`config.mk`:
```
export PLATFORM = sky130hd
export DESIGN_NAME = fvc_cell
export DESIGN_NICKNAME = d
export VERILOG_FILES = /design/src/sv/fvc_pkg.sv /design/src/sv/fvc_cell.sv
export SDC_FILE = /design/constraint.sdc
export NUM_CORES = 1
export LEC_CHECK = 0
export BUFFER_PORTS_ARGS = -buffer_cell sky130_fd_sc_hd__buf_2
export CAP_MARGIN = 15
export CORE_ASPECT_RATIO = 1.25
export CORE_MARGIN = 3
export CORE_UTILIZATION = 60
export CTS_CLUSTER_DIAMETER = 50
export DETAILED_ROUTE_END_ITERATION = 16
export GPL_ROUTABILITY_DRIVEN = 0
export GPL_TIMING_DRIVEN = 0
export PLACE_DENSITY = 0.86
export REMOVE_ABC_BUFFERS = 1
export SLEW_MARGIN = 40
export SYNTH_ARGS = -nofsm -noshare
export SYNTH_HDL_FRONTEND = slang
export SYNTH_SLANG_ARGS = --single-unit
```
`constraint.sdc`:
```
create_clock -name clk -period 10.3 [get_ports clk]
set_input_delay 2.575 -clock clk [delete_from_list [all_inputs] [get_ports clk]]
set_output_delay 2.575 -clock clk [all_outputs]
set_load 0.03 [all_outputs]
```
`src/sv/fvc_pkg.sv`:
```
package fvc_pkg;

	localparam int MAX_TAPS = 16;
	localparam int DATA_W   = 32;
	localparam int TAP_W    = $clog2(MAX_TAPS);
	localparam int CNT_W    = $clog2(MAX_TAPS + 1);
	localparam int CFG_W    = 5;

	typedef logic signed [DATA_W-1:0] data_t;
	typedef logic [TAP_W-1:0]         tap_idx_t;
	typedef logic [CFG_W-1:0]         cfg_t;
	typedef logic [CNT_W-1:0]         cnt_t;

	typedef enum logic {
		CMD_COEF = 1'b0,
		CMD_PUSH = 1'b1
	} cmd_t;

	// per-cell control from the sequencer
	typedef struct packed {
		logic shift;
		logic coef_we;
		logic tap_en;
		logic tok_in;
	} cell_ctrl_t;

endpackage

```
`src/sv/fvc_cell.sv`:
```
module fvc_cell (
	input  logic                clk,
	input  logic                arst_n,
	input  fvc_pkg::cell_ctrl_t ctrl,
	input  fvc_pkg::data_t      hist_in,
	input  fvc_pkg::data_t      coef_in,
	input  fvc_pkg::data_t      psum_in,
	output fvc_pkg::data_t      hist_out,
	output fvc_pkg::data_t      psum_out,
	output logic                tok_out
);
	import fvc_pkg::*;

	data_t              hist_q;
	data_t              coef_q;
	data_t              prod_q;
	data_t              psum_q;
	logic               tok_q;
	data_t              mul_w;

	// low half of the product is the same for signed and unsigned operands
	assign mul_w = hist_q * coef_q;

	always_ff @(posedge clk) begin
		if (ctrl.shift) begin
			hist_q <= hist_in;
		end
		if (ctrl.coef_we) begin
			coef_q <= coef_in;
		end
		// taps beyond the active count contribute nothing
		prod_q <= ctrl.tap_en ? mul_w : '0;
		if (ctrl.tok_in) begin
			psum_q <= psum_in + prod_q;
		end
	end

	always_ff @(posedge clk or negedge arst_n) begin
		if (!arst_n) begin
			tok_q <= 1'b0;
		end else begin
			tok_q <= ctrl.tok_in;
		end
	end

	assign hist_out = hist_q;
	assign psum_out = psum_q;
	assign tok_out  = tok_q;

endmodule

```
==> results.md <==
* Crit-path max FO at 14
* Hold Crit Depth at 1
* Initial antenna violation count at 0
* Met2 wire length at 26.12 mm
* DRC viols at 0
* Antenna Cells at 0
* GRT Residual Overflow at 0
* TritonCTS Buffers at 17
* Routed vias/inst at 5.633
* Total track usage at 28.58%
* Max-cap viol count at 0
* Mapped Cells at 2167
* Clk_lat worst skew at 440 ps
* Req. time, crit path at 10670 ps
* Pins Over Slew Limit at 0
* Largest net degree at the start of global routing at 34
* Hold-fix buffers at CTS at 0
* Post_cts resized at 0
* Fin crit share at 71.41%
* Hpwl dp at 41.88 mm
* Initial Util at 61.71%
* Vias at 15660
* Worst EP arrival at 7720 ps
* Port bufs at 166
* Utilization after layout at 67.92%
* Area delta synth->final at 10.06%
* Synth warn at 0
* Layout cells sized above 1 at 10.81%
* WL/cell at 18.62 um
* Hold Crit Class: reg -> reg
* CORE AREA at 0.03490 mm^2
* Nets@finish at 2991
* Die area at 0.03822 mm^2
* Clock Sinks at 129
* Post-Layout Cell Count at 2780
* Synth Register Bits at 129
* Die Y at 217.8 um
* Count of final setup violators at 0
* Top Metal Used: met4
* Final hold violations at 0
* Setup bufs post-CTS at 0
* Status: complete, no violations
* Iter 0 DRT Violations at 995
* Critical path class: reg -> reg
* CP Capture Type: flip-flop
* Placed insts at 2743
* RSZ-0062 raised after global routing: false
* Worst-path clk slew at 60 ps
* EDFF count, synth at 96
* Final wirelength at 51.78 mm
* Drt first pass iters at 5
* Clock Skew at 12.55 ps
* Vias in the first global route at 17620
* Mean Syn Cell Area at 9.938 um^2
* Num rows at 76
* Worst Setup Start Kind: flip-flop
* Clock root cell: clkbuf_16
* Post-synth cell types at 60
* Htree depth at 4
* Ys flop type: edfxtp_1
* Relative slew slack at 40.57%
* Max Freq at 0.1360 GHz
* Slew @ Worst Pin at 891.5 ps
* Seq/Total Area, Yosys at 16.48%
* Clock tree buffer depth at 2
* Worst-case reg-to-reg path depth at 22
* Final Critical Period at 7355 ps
* Hold_ws at 564.2 ps
* WL met1 at 18.28 mm
* Mapped cell area at 0.02154 mm^2
* Die W at 175.5 um
* CTS tree: built
* Antenna-violating nets left at 0
* WL met3 at 4.579 mm
* First-pass GRT wire length at 86.20 mm
* # IOs at 167
* Async SR Flop Fraction at 0.7752%
* Final TNS setup at 0 ps
registers in the layout, summed over array words and instances, names as in the netlist:
signal / flops
hist_out: 32
coef_q: 32
prod_q: 32
psum_out: 32
tok_out: 1
routing by layer:
metal / up-vias / global-route usage [%]
li1: 6814 / -
met1: 7750 / 33.27
met2: 876 / 49.68
met3: 220 / 6.270
met4: 0 / 14.79
met5: - / 0
final timing paths:
path	slack (ps)	to	start
worst max-delay path	2950	prod_q[29]	hist_out[6]
worst min-delay path	560	psum_out[0]	prod_q[0]
worst max register to register	2950	prod_q[29]	hist_out[6]
worst min register to register	560	psum_out[0]	prod_q[0]
max in group asynchronous	8320	tok_out	arst_n
min in group asynchronous	1900	tok_out	arst_n
placed cells by master, fill, tap and decap left out, drive strengths merged, types with 4 or more instances in the layout:
cell / instances
a211oi: 6
a21o: 31
a21oi: 48
a31oi: 4
and2: 356
and3: 9
buf: 202
bufinv: 4
clkbuf: 18
clkinv: 4
dfxtp: 32
edfxtp: 96
fa: 409
ha: 181
inv: 448
nand2: 197
nand2b: 10
nand3: 8
nor2: 40
nor2b: 4
nor3: 13
o211ai: 4
o21a: 7
o21ai: 17
o21bai: 9
or2: 5
xnor2: 75
xor2: 32
cells in the mapped netlist (all sizes together) (10+ instances only):
| cell | number | area [um^2] |
|---|---|---|
| ha | 181 | 2265 |
| inv | 442 | 1659 |
| o21ai | 17 | 85.08 |
| nor2 | 40 | 150.1 |
| dfxtp | 32 | 640.6 |
| nand2 | 197 | 739.5 |
| nor3 | 13 | 65.06 |
| nand2b | 10 | 62.56 |
| and2 | 356 | 2228 |
| a21oi | 48 | 240.2 |
| a21o | 31 | 234.0 |
| xnor2 | 75 | 656.9 |
| edfxtp | 96 | 2883 |
| fa | 409 | 8188 |
| clkbuf | 89 | 334.1 |
| xor2 | 32 | 280.3 |
final cells by class:
class / count / area [um^2]
clock buffers: 18 / 429.2
clock inverters: 14 / 200.2
fillers: 2449 / 11200
inverters: 442 / 1659
multi-input cells: 1507 / 15990
flip-flops and latches: 129 / 3548
well taps: 468 / 585.6
repair buffers: 202 / 1285
worst max-delay path: stages, from the launching register on:
cell and delay [ps]:
edfxtp_1 820, buf_6 280, and2_1 160, fa_1 450, fa_1 520, inv_1 50, fa_1 470, inv_1 50
fa_1 410, fa_1 470, fa_1 520, fa_1 490, inv_1 50, fa_1 480, inv_1 40, ha_1 360
and4_1 220, a21oi_1 150, nand2_1 90, a22oi_1 380, a31oi_1 210, a221oi_1 380, mux2i_1 210
cells by family (layout without fill, tap and decap cells):
| logic type | Yosys count | in the layout | share of synthesized area (%) |
|---|---|---|---|
| AND/OR/NAND/NOR | 657 | 657 | 16.34 |
| adder cells (fa/ha/maj) | 590 | 590 | 48.54 |
| buffers and inverters | 531 | 676 | 9.255 |
| AO/OA/AOI/OAI | 149 | 149 | 4.793 |
| flip-flops | 129 | 129 | 16.48 |
| XOR/XNOR | 108 | 108 | 4.456 |
| multiplexers | 3 | 3 | 0.1394 |
per-stage QoR:
stage	area (um^2)	worst slack, ps
floorplan	21200	3658
global placement	22620	2946
detailed placement	23000	2920
CTS	23630	2883
global route	23700	2654
finish	23700	2945
Power is not shown: default switching activity piles up to over one toggle a cycle in this logic, so the estimate is an artifact.
